==> src/lcrw_pkg.sv <==
// ----------------------------------------------------------------------------
// lcrw_pkg
// Shared types, constants and control structs for the rectangular line clipper.
// ----------------------------------------------------------------------------
package lcrw_pkg;

    localparam int COORD_WIDTH = 16;
    localparam int DIFF_W      = COORD_WIDTH + 1;
    localparam int PROD_W      = 2 * COORD_WIDTH;
    localparam int DIV_CNT_W   = $clog2(COORD_WIDTH);
    localparam int MOVE_CNT_W  = 4;
    localparam int CFG_ADDR_W  = 2;
    localparam int IN_TDATA_W  = ((4 * COORD_WIDTH + 7) / 8) * 8;
    localparam int OUT_TDATA_W = ((4 * COORD_WIDTH + 1 + 7) / 8) * 8;

    localparam logic [MOVE_CNT_W-1:0] MAX_MOVES = MOVE_CNT_W'(8);

    typedef logic signed [COORD_WIDTH-1:0] coord_t;
    typedef logic signed [DIFF_W-1:0]      diff_t;
    typedef logic [COORD_WIDTH-1:0]        mag_t;
    typedef logic [3:0]                    code_t;

    // outcode bit positions
    localparam int OC_LEFT  = 0;
    localparam int OC_RIGHT = 1;
    localparam int OC_BELOW = 2;
    localparam int OC_ABOVE = 3;

    localparam coord_t LEFT_RST   = COORD_WIDTH'(200);
    localparam coord_t RIGHT_RST  = COORD_WIDTH'(350);
    localparam coord_t BOTTOM_RST = COORD_WIDTH'(200);
    localparam coord_t TOP_RST    = COORD_WIDTH'(350);

    typedef enum logic [CFG_ADDR_W-1:0] {
        REG_LEFT,
        REG_RIGHT,
        REG_BOTTOM,
        REG_TOP
    } cfg_reg_t;

    typedef enum logic [2:0] {
        ST_IDLE,
        ST_EVAL,
        ST_MUL,
        ST_DIV,
        ST_UPDATE,
        ST_DONE
    } state_t;

    typedef struct packed {
        logic load_in;
        logic start_move;
        logic mul;
        logic div_step;
        logic update;
        logic load_out;
        logic visible;
    } lcrw_cmd_t;

    typedef struct packed {
        code_t code0;
        code_t code1;
    } lcrw_status_t;

    function automatic code_t outcode(coord_t x, coord_t y, coord_t l, coord_t r,
                                      coord_t b, coord_t t);
        code_t c;
        c           = '0;
        c[OC_LEFT]  = x < l;
        c[OC_RIGHT] = x > r;
        c[OC_BELOW] = y < b;
        c[OC_ABOVE] = y > t;
        return c;
    endfunction

endpackage

==> src/lcrw_dp.sv <==
// ----------------------------------------------------------------------------
// lcrw_dp
// Window registers, endpoint registers, outcodes, multiplier and a radix-2
// restoring divider that computes one boundary intersection per move.
// ----------------------------------------------------------------------------
module lcrw_dp
    import lcrw_pkg::*;
(
    input  logic                  clk,
    input  logic                  rst_n,
    input  logic                  cfg_wr_en,
    input  logic [CFG_ADDR_W-1:0] cfg_addr,
    input  coord_t                cfg_wdata,
    input  coord_t                in_start_x,
    input  coord_t                in_start_y,
    input  coord_t                in_end_x,
    input  coord_t                in_end_y,
    input  lcrw_cmd_t             cmd,
    output lcrw_status_t          status,
    output logic                  res_visible,
    output coord_t                res_start_x,
    output coord_t                res_start_y,
    output coord_t                res_end_x,
    output coord_t                res_end_y
);

    function automatic mag_t magnitude(diff_t v);
        diff_t n;
        n = -v;
        return v[DIFF_W-1] ? n[COORD_WIDTH-1:0] : v[COORD_WIDTH-1:0];
    endfunction

    coord_t win_left_reg, win_right_reg, win_bottom_reg, win_top_reg;
    coord_t x0_reg, y0_reg, x1_reg, y1_reg;
    mag_t   mag_a_reg, mag_b_reg, mag_c_reg;
    logic   neg_reg, first_reg, vert_reg;
    coord_t bound_reg, base_reg;
    mag_t   rem_reg, quo_reg;
    logic   vis_reg;
    coord_t out_sx_reg, out_sy_reg, out_ex_reg, out_ey_reg;

    code_t  code0, code1, code_sel;
    logic   first, vert;
    coord_t px, py, ox, oy, bound;
    diff_t  da, db, dc;
    logic [PROD_W-1:0] prod;
    logic [COORD_WIDTH:0] trial, trial_sub;
    logic   ge;
    diff_t  q_ext, q_signed, new_sum;
    coord_t new_coord;

    assign code0 = outcode(x0_reg, y0_reg, win_left_reg, win_right_reg,
                           win_bottom_reg, win_top_reg);
    assign code1 = outcode(x1_reg, y1_reg, win_left_reg, win_right_reg,
                           win_bottom_reg, win_top_reg);
    assign status.code0 = code0;
    assign status.code1 = code1;

    // operand selection for the next boundary move
    always_comb
    begin
        first    = code0 != '0;
        code_sel = first ? code0 : code1;
        px       = first ? x0_reg : x1_reg;
        py       = first ? y0_reg : y1_reg;
        ox       = first ? x1_reg : x0_reg;
        oy       = first ? y1_reg : y0_reg;
        vert     = code_sel[OC_LEFT] | code_sel[OC_RIGHT];
        if (code_sel[OC_LEFT])
            bound = win_left_reg;
        else if (code_sel[OC_RIGHT])
            bound = win_right_reg;
        else if (code_sel[OC_BELOW])
            bound = win_bottom_reg;
        else
            bound = win_top_reg;
        if (vert)
        begin
            da = DIFF_W'(oy) - DIFF_W'(py);
            db = DIFF_W'(bound) - DIFF_W'(px);
            dc = DIFF_W'(ox) - DIFF_W'(px);
        end
        else
        begin
            da = DIFF_W'(ox) - DIFF_W'(px);
            db = DIFF_W'(bound) - DIFF_W'(py);
            dc = DIFF_W'(oy) - DIFF_W'(py);
        end
    end

    assign prod = PROD_W'(mag_a_reg) * PROD_W'(mag_b_reg);

    // one quotient bit per step
    assign trial     = {rem_reg, quo_reg[COORD_WIDTH-1]};
    assign ge        = trial >= {1'b0, mag_c_reg};
    assign trial_sub = trial - {1'b0, mag_c_reg};

    assign q_ext     = DIFF_W'({1'b0, quo_reg});
    assign q_signed  = neg_reg ? -q_ext : q_ext;
    assign new_sum   = DIFF_W'(base_reg) + q_signed;
    assign new_coord = new_sum[COORD_WIDTH-1:0];

    always_ff @(posedge clk or negedge rst_n)
    begin
        if (!rst_n)
        begin
            win_left_reg   <= LEFT_RST;
            win_right_reg  <= RIGHT_RST;
            win_bottom_reg <= BOTTOM_RST;
            win_top_reg    <= TOP_RST;
        end
        else if (cfg_wr_en)
        begin
            case (cfg_reg_t'(cfg_addr))
                REG_LEFT:   win_left_reg   <= cfg_wdata;
                REG_RIGHT:  win_right_reg  <= cfg_wdata;
                REG_BOTTOM: win_bottom_reg <= cfg_wdata;
                REG_TOP:    win_top_reg    <= cfg_wdata;
                default:    ;
            endcase
        end
    end

    always_ff @(posedge clk)
    begin
        if (cmd.load_in)
        begin
            x0_reg <= in_start_x;
            y0_reg <= in_start_y;
            x1_reg <= in_end_x;
            y1_reg <= in_end_y;
        end
        else if (cmd.update)
        begin
            if (first_reg)
            begin
                x0_reg <= vert_reg ? bound_reg : new_coord;
                y0_reg <= vert_reg ? new_coord : bound_reg;
            end
            else
            begin
                x1_reg <= vert_reg ? bound_reg : new_coord;
                y1_reg <= vert_reg ? new_coord : bound_reg;
            end
        end

        if (cmd.start_move)
        begin
            mag_a_reg <= magnitude(da);
            mag_b_reg <= magnitude(db);
            mag_c_reg <= magnitude(dc);
            neg_reg   <= da[DIFF_W-1] ^ db[DIFF_W-1] ^ dc[DIFF_W-1];
            first_reg <= first;
            vert_reg  <= vert;
            bound_reg <= bound;
            base_reg  <= vert ? py : px;
        end

        if (cmd.mul)
        begin
            rem_reg <= prod[PROD_W-1:COORD_WIDTH];
            quo_reg <= prod[COORD_WIDTH-1:0];
        end
        else if (cmd.div_step)
        begin
            rem_reg <= ge ? trial_sub[COORD_WIDTH-1:0] : trial[COORD_WIDTH-1:0];
            quo_reg <= {quo_reg[COORD_WIDTH-2:0], ge};
        end

        if (cmd.load_out)
        begin
            vis_reg    <= cmd.visible;
            out_sx_reg <= cmd.visible ? x0_reg : '0;
            out_sy_reg <= cmd.visible ? y0_reg : '0;
            out_ex_reg <= cmd.visible ? x1_reg : '0;
            out_ey_reg <= cmd.visible ? y1_reg : '0;
        end
    end

    assign res_visible = vis_reg;
    assign res_start_x = out_sx_reg;
    assign res_start_y = out_sy_reg;
    assign res_end_x   = out_ex_reg;
    assign res_end_y   = out_ey_reg;

endmodule

==> src/lcrw_ctrl.sv <==
// ----------------------------------------------------------------------------
// lcrw_ctrl
// Sequencer: accept/reject decisions, move count, divider step count and
// the output word handshake.
// ----------------------------------------------------------------------------
module lcrw_ctrl
    import lcrw_pkg::*;
(
    input  logic         clk,
    input  logic         rst_n,
    input  logic         in_valid,
    output logic         in_ready,
    output logic         out_valid,
    input  logic         out_ready,
    input  lcrw_status_t status,
    output lcrw_cmd_t    cmd
);

    state_t                state_reg, state_next;
    logic [MOVE_CNT_W-1:0] move_cnt_reg, move_cnt_next;
    logic [DIV_CNT_W-1:0]  div_cnt_reg, div_cnt_next;
    logic                  visible_reg, visible_next;
    logic                  out_valid_reg, out_valid_next;

    logic trivial_accept, reject;
    logic out_free;

    assign trivial_accept = (status.code0 | status.code1) == '0;
    assign reject         = ((status.code0 & status.code1) != '0)
                            || (move_cnt_reg >= MAX_MOVES);
    assign out_free       = !out_valid_reg || out_ready;

    // next state
    always_comb
    begin
        state_next    = state_reg;
        move_cnt_next = move_cnt_reg;
        div_cnt_next  = div_cnt_reg;
        visible_next  = visible_reg;
        case (state_reg)
            ST_IDLE:
            begin
                if (in_valid)
                begin
                    move_cnt_next = '0;
                    state_next    = ST_EVAL;
                end
            end
            ST_EVAL:
            begin
                if (trivial_accept)
                begin
                    visible_next = 1'b1;
                    state_next   = ST_DONE;
                end
                else if (reject)
                begin
                    visible_next = 1'b0;
                    state_next   = ST_DONE;
                end
                else
                begin
                    move_cnt_next = move_cnt_reg + 1'b1;
                    state_next    = ST_MUL;
                end
            end
            ST_MUL:
            begin
                div_cnt_next = '0;
                state_next   = ST_DIV;
            end
            ST_DIV:
            begin
                div_cnt_next = div_cnt_reg + 1'b1;
                if (div_cnt_reg == DIV_CNT_W'(COORD_WIDTH - 1))
                    state_next = ST_UPDATE;
            end
            ST_UPDATE:
                state_next = ST_EVAL;
            ST_DONE:
            begin
                if (out_free)
                    state_next = ST_IDLE;
            end
            default:
                state_next = ST_IDLE;
        endcase
    end

    // outputs
    always_comb
    begin
        cmd            = '0;
        in_ready       = 1'b0;
        cmd.visible    = visible_reg;
        case (state_reg)
            ST_IDLE:
            begin
                in_ready    = 1'b1;
                cmd.load_in = in_valid;
            end
            ST_EVAL:
                cmd.start_move = !trivial_accept && !reject;
            ST_MUL:
                cmd.mul = 1'b1;
            ST_DIV:
                cmd.div_step = 1'b1;
            ST_UPDATE:
                cmd.update = 1'b1;
            ST_DONE:
                cmd.load_out = out_free;
            default:
                ;
        endcase
    end

    assign out_valid_next = cmd.load_out ? 1'b1 : (out_ready ? 1'b0 : out_valid_reg);
    assign out_valid      = out_valid_reg;

    always_ff @(posedge clk or negedge rst_n)
    begin
        if (!rst_n)
        begin
            state_reg     <= ST_IDLE;
            move_cnt_reg  <= '0;
            div_cnt_reg   <= '0;
            visible_reg   <= 1'b0;
            out_valid_reg <= 1'b0;
        end
        else
        begin
            state_reg     <= state_next;
            move_cnt_reg  <= move_cnt_next;
            div_cnt_reg   <= div_cnt_next;
            visible_reg   <= visible_next;
            out_valid_reg <= out_valid_next;
        end
    end

endmodule

==> src/line_clip_rect_window.sv <==
// ----------------------------------------------------------------------------
// line_clip_rect_window
// Cohen-Sutherland clipper: clips one segment per input word to the window
// held in four configuration registers.
// ----------------------------------------------------------------------------
//  channel   dir  handshake               payload
//  s_*       in   s_tvalid / s_tready     start_x, start_y, end_x, end_y
//  m_*       out  m_tvalid / m_tready     visible, clipped start and end point
//  cfg_*     in   cfg_wr_en (no wait)     cfg_addr selects left/right/bottom/top
//
//  Flow: one segment at a time. Accept, evaluate, then per boundary move
//  operand setup, 16x16 multiply, one divider bit per cycle over
//  COORD_WIDTH bits and writeback, then back to evaluate; last the
//  output register. At most 8 moves per segment.
//  Reset: async active low; window comes up as left/bottom 200, right/top 350.
//  Stalls: the output register holds a finished word while the next segment
//  is taken and worked; a second finished word waits until m_tready.
// ----------------------------------------------------------------------------
module line_clip_rect_window
    import lcrw_pkg::*;
(
    input  logic                   clk,
    input  logic                   rst_n,
    input  logic                   cfg_wr_en,
    input  logic [CFG_ADDR_W-1:0]  cfg_addr,
    input  logic [COORD_WIDTH-1:0] cfg_wdata,
    input  logic                   s_tvalid,
    output logic                   s_tready,
    // s_tdata, low bit up: start_x, start_y, end_x, end_y
    input  logic [IN_TDATA_W-1:0]  s_tdata,
    output logic                   m_tvalid,
    input  logic                   m_tready,
    // m_tdata, low bit up: visible, clipped_start_x, clipped_start_y,
    // clipped_end_x, clipped_end_y, zero fill
    output logic [OUT_TDATA_W-1:0] m_tdata
);

    lcrw_cmd_t    cmd;
    lcrw_status_t status;
    logic         res_visible;
    coord_t       res_start_x, res_start_y, res_end_x, res_end_y;

    lcrw_ctrl u_ctrl (
        .clk       (clk),
        .rst_n     (rst_n),
        .in_valid  (s_tvalid),
        .in_ready  (s_tready),
        .out_valid (m_tvalid),
        .out_ready (m_tready),
        .status    (status),
        .cmd       (cmd)
    );

    lcrw_dp u_dp (
        .clk         (clk),
        .rst_n       (rst_n),
        .cfg_wr_en   (cfg_wr_en),
        .cfg_addr    (cfg_addr),
        .cfg_wdata   (cfg_wdata),
        .in_start_x  (s_tdata[COORD_WIDTH-1:0]),
        .in_start_y  (s_tdata[2*COORD_WIDTH-1:COORD_WIDTH]),
        .in_end_x    (s_tdata[3*COORD_WIDTH-1:2*COORD_WIDTH]),
        .in_end_y    (s_tdata[4*COORD_WIDTH-1:3*COORD_WIDTH]),
        .cmd         (cmd),
        .status      (status),
        .res_visible (res_visible),
        .res_start_x (res_start_x),
        .res_start_y (res_start_y),
        .res_end_x   (res_end_x),
        .res_end_y   (res_end_y)
    );

    // pack the output word; fill bits are zero
    always_comb
    begin
        m_tdata = '0;
        m_tdata[0] = res_visible;
        m_tdata[COORD_WIDTH:1]                 = res_start_x;
        m_tdata[2*COORD_WIDTH:COORD_WIDTH+1]   = res_start_y;
        m_tdata[3*COORD_WIDTH:2*COORD_WIDTH+1] = res_end_x;
        m_tdata[4*COORD_WIDTH:3*COORD_WIDTH+1] = res_end_y;
    end

`ifndef SYNTH
    // one segment in flight: no second word is taken right after one
    a_one_in_flight: assert property (@(posedge clk) disable iff (!rst_n)
        s_tvalid && s_tready |=> !s_tready)
        else $error("input taken while a segment is in progress");

    // a visible result only leaves with both endpoints inside the window
    a_visible_inside: assert property (@(posedge clk) disable iff (!rst_n)
        cmd.load_out && cmd.visible |-> (status.code0 | status.code1) == '0)
        else $error("visible result with an endpoint outside the window");

    // a rejected segment carries zero coordinates
    a_reject_zero: assert property (@(posedge clk) disable iff (!rst_n)
        m_tvalid && !m_tdata[0] |-> m_tdata[OUT_TDATA_W-1:1] == '0)
        else $error("rejected segment with nonzero coordinates");
`endif

endmodule

==> config.mk <==
export PLATFORM = sky130hd
export DESIGN_NAME = line_clip_rect_window
export DESIGN_NICKNAME = d
export VERILOG_FILES = /design/src/lcrw_pkg.sv /design/src/lcrw_dp.sv /design/src/lcrw_ctrl.sv /design/src/line_clip_rect_window.sv
export SDC_FILE = /design/constraint.sdc
export NUM_CORES = 2
export LEC_CHECK = 0
export ABC_AREA = 1
export BUFFER_PORTS_ARGS = -buffer_cell sky130_fd_sc_hd__buf_2
export CORE_ASPECT_RATIO = 0.8
export CORE_MARGIN = 2
export CORE_UTILIZATION = 35
export DETAILED_ROUTE_END_ITERATION = 8
export GPL_TIMING_DRIVEN = 0
export SYNTH_ARGS = -nofsm -noshare
export SYNTH_HDL_FRONTEND = slang
export SYNTH_SLANG_ARGS = --single-unit
==> constraint.sdc <==
create_clock -name clk -period 7.2 [get_ports clk]
set_clock_uncertainty 0.2 [all_clocks]
set_input_delay 1.44 -clock clk [delete_from_list [all_inputs] [get_ports clk]]
set_output_delay 1.44 -clock clk [all_outputs]
set_load 0.01 [all_outputs]
# Word level (Yosys, flattened, before mapping)
# Cells that the tools add are included.
# classes
order_cmp,10
n_reduce_logical,27
n_bitwise,5
multipliers,1
addsub,12
mux,57
n_eq_ne,15
# op_table
op,count
$mux 16,31
$sub 16x16->17,4
$gt 16x16->1,4
$lt 16x16->1,4
$neg 16->16,4
$mux 17,3
$mul 16x16->32,1
$mux 3,6
$pmux 3 s6,1
$ge 17x16->1,1
$add 16x16->16,1
$pmux 4 s2,2
$sub 16x16->16,1
$reduce_and 2->1,7
$reduce_bool 2->1,7
$mux 4,3
$mux 1,11
$add 4x1->4 const B,2
$ne 2x2->1 const B,4
$reduce_bool 4->1,2
$eq 3x2->1 const B,2
$eq 3x3->1 const B,2
$and 4x4->4,1
$eq 2x2->1 const B,2
other kinds (16),21
# totals
wordCells,155
reg_bits,321
output_inout_bits,74
inputBits,87

# Depth between registers and ports, before layout
# depth
word_depth,10
depth_mapped,48
mapped_depth_nobuf,44

# By module
# Synthesis repeated with hierarchy kept, for this count alone.
# unflattened
hier_cells,4140
hier_area_um2,31611.6
# modules_own_cells
module,cells_per_inst,n_inst,area_each_um2,seq_area_each_um2
lcrw_dp,4016,1,30707.0,8951.1
lcrw_ctrl,115,1,840.8,325.3
line_clip_rect_window,9,1,63.8,0.0

# Least setup slack after synthesis
# No wires, ideal clock.
# synth_timing
kind,register to register
startpoint,reg u_dp.mag_b_reg[6]
endpoint,reg u_dp.rem_reg[13] (data pin)
arrival_time_ns,6.067
path_buffers,2
required_ns,6.742
setup_time_ns,0.258
period_less_slack_ns,6.525
slack_ns,0.675
stages_incl_launch_ff,33
path_cell_list,edfxtp_1 clkbuf_1 clkbuf_1 nand2_1 fa_1 inv_1 fa_1 inv_1 fa_1 inv_1 fa_1 inv_1 fa_1 fa_1 inv_1 ha_1 nand2_1 inv_1 nand2_1 o211ai_1 a21oi_1 o21ai_0 inv_1 o21ai_0 nand2_1 o211ai_1 nand3_1 nand2_1 nand3_1 nand2_1 a21oi_1 o21ai_0 nand2_1
# synth_between
elab_chain_len,2
# synth_lines
element,line_no,text
"start, declared",lcrw_dp.sv:35,"mag_t mag_a_reg, mag_b_reg, mag_c_reg;"
"start signal, assigned",lcrw_dp.sv:150,mag_b_reg <= magnitude(db);
$mul 16x16->32,lcrw_dp.sv:91,assign prod = PROD_W'(mag_a_reg) * PROD_W'(mag_b_reg);
$mux 16,lcrw_dp.sv:159,if (cmd.mul)
"end signal, assigned",lcrw_dp.sv:161,rem_reg <= prod[PROD_W-1:COORD_WIDTH];
"end signal, assigned",lcrw_dp.sv:166,rem_reg <= ge ? trial_sub[COORD_WIDTH-1:0] : trial[COORD_WIDTH-1:0];
"end, declared",lcrw_dp.sv:38,"mag_t rem_reg, quo_reg;"
# Every way passes these cells.
# A chain may end at the register's enable or synchronous reset.

# Worst setup path after layout
# layout_timing
startpoint,reg u_dp.mag_a_reg[5]
endpoint,reg u_dp.rem_reg[6] (data pin)
# layout_between
elab_chain_len,2
# layout_lines
element,line_no,text
"start, declared",lcrw_dp.sv:35,
"start signal, assigned",lcrw_dp.sv:149,mag_a_reg <= magnitude(da);
$mul 16x16->32,lcrw_dp.sv:91,
$mux 16,lcrw_dp.sv:159,
# Every way passes these cells.

==> reports/summary.txt <==
Largest fanout on the critical path = 10
Ys flop type = edfxtp_1
Post-synth top area cell = edfxtp_1
GRT Total Usage = 23.8%
Vias/cell = 5.06
CTS tree = built
Detailed Routing Iterations Pass 1 = 6
Clk_lat worst skew = 560 ps
Syn_area_per_cell = 7.50 um^2
H-tree Lvls = 2
Area Growth Syn to Fin = 13.2%
Clock sinks = 321
# diodes = 0
Drc violations = 0
Final Cell Area = 0.0363 mm^2
IO Pins = 161
Slew @ Worst Pin = 1200 ps
Global-route wire length before repair = 168000 um
Worst Hold End = u_dp.res_visible
Achievable Freq = 0.146 GHz
Synth Warn # = 0
Placed instance area = 0.0345 mm^2
Synth top area share = 22.9%
Vias = 29.0k
Layout cell share with drive strength beyond 1 = 9.88%
Period utilization = 95.0%
Max_cap viols = 0
Clock tree buffer depth = 3
#FFs+latches synth = 321
Syn Std Cell Area = 0.0320 mm^2
Slew margin rel. = 19.5%
IO Port Bufs = 153
Reg2reg path depth = 24
Min Tclk post-route = 6840 ps
Syn Inst Count = 4269
Die area = 0.0940 mm^2
RR Endpoint = u_dp.rem_reg[6]
HP Class = reg -> reg
Largest net degree at the start of global routing = 61
Final Max Tran Viols = 0
Post-synth ARST share = 24.0%
RR Startpoint = u_dp.mag_a_reg[5]
Row cnt = 99
DR WL/cell = 19.6 um
Setup CP Type = reg -> reg
WP data arrival = 6930 ps
Startpoint Class = flop
Crit path required time = 7290 ps
Root Buffer Master = clkbuf_16
Vias in the first global route = 27.0k
Initial antenna violation count = 4
Reg2reg setup slack = 360 ps
Status = finished clean
Cts bufs inserted = 34
Final RePlAce weighted congestion = 1.02
Final setup fails = 0
Post-route ant nets = 0
Layout net count = 5066
Worst Hold Launch = u_ctrl.visible_reg
Register area share after synthesis = 29.0%
Congestion Overflow GR = 0
Clock-pin slew on the worst setup and hold paths = 60 ps
Register Area = 0.00928 mm^2
Synth unique cells = 57
Initial Utilization = 35.2%
Layout fillers = 9424
Min-Delay Path Depth = 0
Core box area = 0.0909 mm^2
DRT Wirelength = 112000 um
Synth area leaders = edfxtp_1 23%, nand2_1 14%, fa_1 12%
Number of synthesized flops with an enable pin = 244
Final Hold Vio Count = 0
Placed wire-length estimate = 92300 um
1st-iter DRT viols = 3064
Multi-input logic area = 0.0192 mm^2
Endpoint type of the worst setup path = flop
Die height = 275 um
Chip width = 342 um
[synthesized netlist by cell type, types with 13 or more instances]
cell type  instances
nand2_1         1223
inv_1            808
ha_1             284
o21ai_0          283
edfxtp_1         244
nor2_1           237
nand3_1          233
fa_1             197
a21oi_1          168
clkbuf_1         121
xor2_1            72
dfrtp_1           59
o21bai_1          34
xnor2_1           32
nor3_1            27
nand4_1           23
nand2_2           19
dfstp_2           18
o22ai_1           16
buf_2             15
or2_2             14
inv_2             13
[cell type report]
type	count	share of cell area [%]
Sequential cell	321	25.6
Timing Repair Buffer	220	3.94
Clock inverter	12	0.400
Clock buffer	50	2.62
Inverter	822	8.52
Multi-Input combinational cell	2973	52.9
Buffer	126	1.88
Tap cell	1212	4.18
[worst max-delay path by stage]
stage	start	endpoint	slack, ps
after detailed placement	u_dp.mag_a_reg[8]	u_dp.rem_reg[12]	-1050
after CTS	u_dp.mag_a_reg[7]	u_dp.rem_reg[13]	2
after global routing	u_dp.y1_reg[1]	u_dp.mag_b_reg[15]	-2
after global placement	u_dp.mag_a_reg[8]	u_dp.rem_reg[12]	-1040
final	u_dp.mag_a_reg[5]	u_dp.rem_reg[6]	360
after floorplan	u_dp.mag_b_reg[6]	u_dp.rem_reg[13]	680
[through the flow]
stage	utilization, %	hold WS (ps)	setup TNS [ps]	setup WS (ps)	std cells
after floorplan	-	235	0	675	4275
after global placement	37.8	253	-27630	-1040	5640
after detailed placement	38.0	256	-12350	-1050	5647
after CTS	39.5	272	0	1.74	5710
after global routing	39.9	300	-1.77	-1.77	5736
final	39.9	277	0	360	5736
[timing repair]
item	in CTS	in global routing
pin swaps	1	1
setup buffers	24	36
hold buffers	0	0
endpoints found under the hold margin	0	0
resized for setup	53	77
setup endpoints to repair	31	24
cloned	0	0
[cells in the final DEF, fill, tap and decap left out, drive strengths merged, types with 171 or more instances in the layout]
master	n
nand2	1244
inv	822
o21ai	294
ha	284
buf	264
edfxtp	244
nor2	244
nand3	243
fa	197
a21oi	171
[routing by layer]
metal / up-vias / global-route usage, % / share of wire [%]
met5: - / 0 / 0.012
met4: 2 / 3.44 / 1.5
met3: 127 / 6.39 / 12
met2: 1201 / 33.0 / 39
met1: 13803 / 37.0 / 47
li1: 13875 / - / -
[cells by family after synthesis]
| family | synth area share (%) |
|---|---|
| other | 0.0117 |
| flip-flops | 29.0 |
| buffers and inverters | 11.8 |
| adder cells (fa/ha/maj) | 23.4 |
| XOR/XNOR | 2.89 |
| AND/OR/NAND/NOR | 23.2 |
| AO/OA/AOI/OAI | 9.78 |
[critical path: stages, from the launching register on]
cell      delay, ps
edfxtp_1        500
buf_4           290
nand2_1         110
fa_1            540
inv_1            50
fa_1            530
inv_1            50
fa_1            530
fa_1            440
fa_1            540
inv_1            50
fa_1            470
ha_1            390
a21oi_1          90
inv_1            50
a31oi_1          60
o21ai_2         380
buf_4           240
inv_1           130
o21ai_0         310
inv_1           100
o21ai_0         280
nand2_1          90
inv_1            60
o21ai_0          70
Power is left out: the tool's default activity adds up to more than one toggle a clock period on the data nets, which glitch-free logic cannot reach.
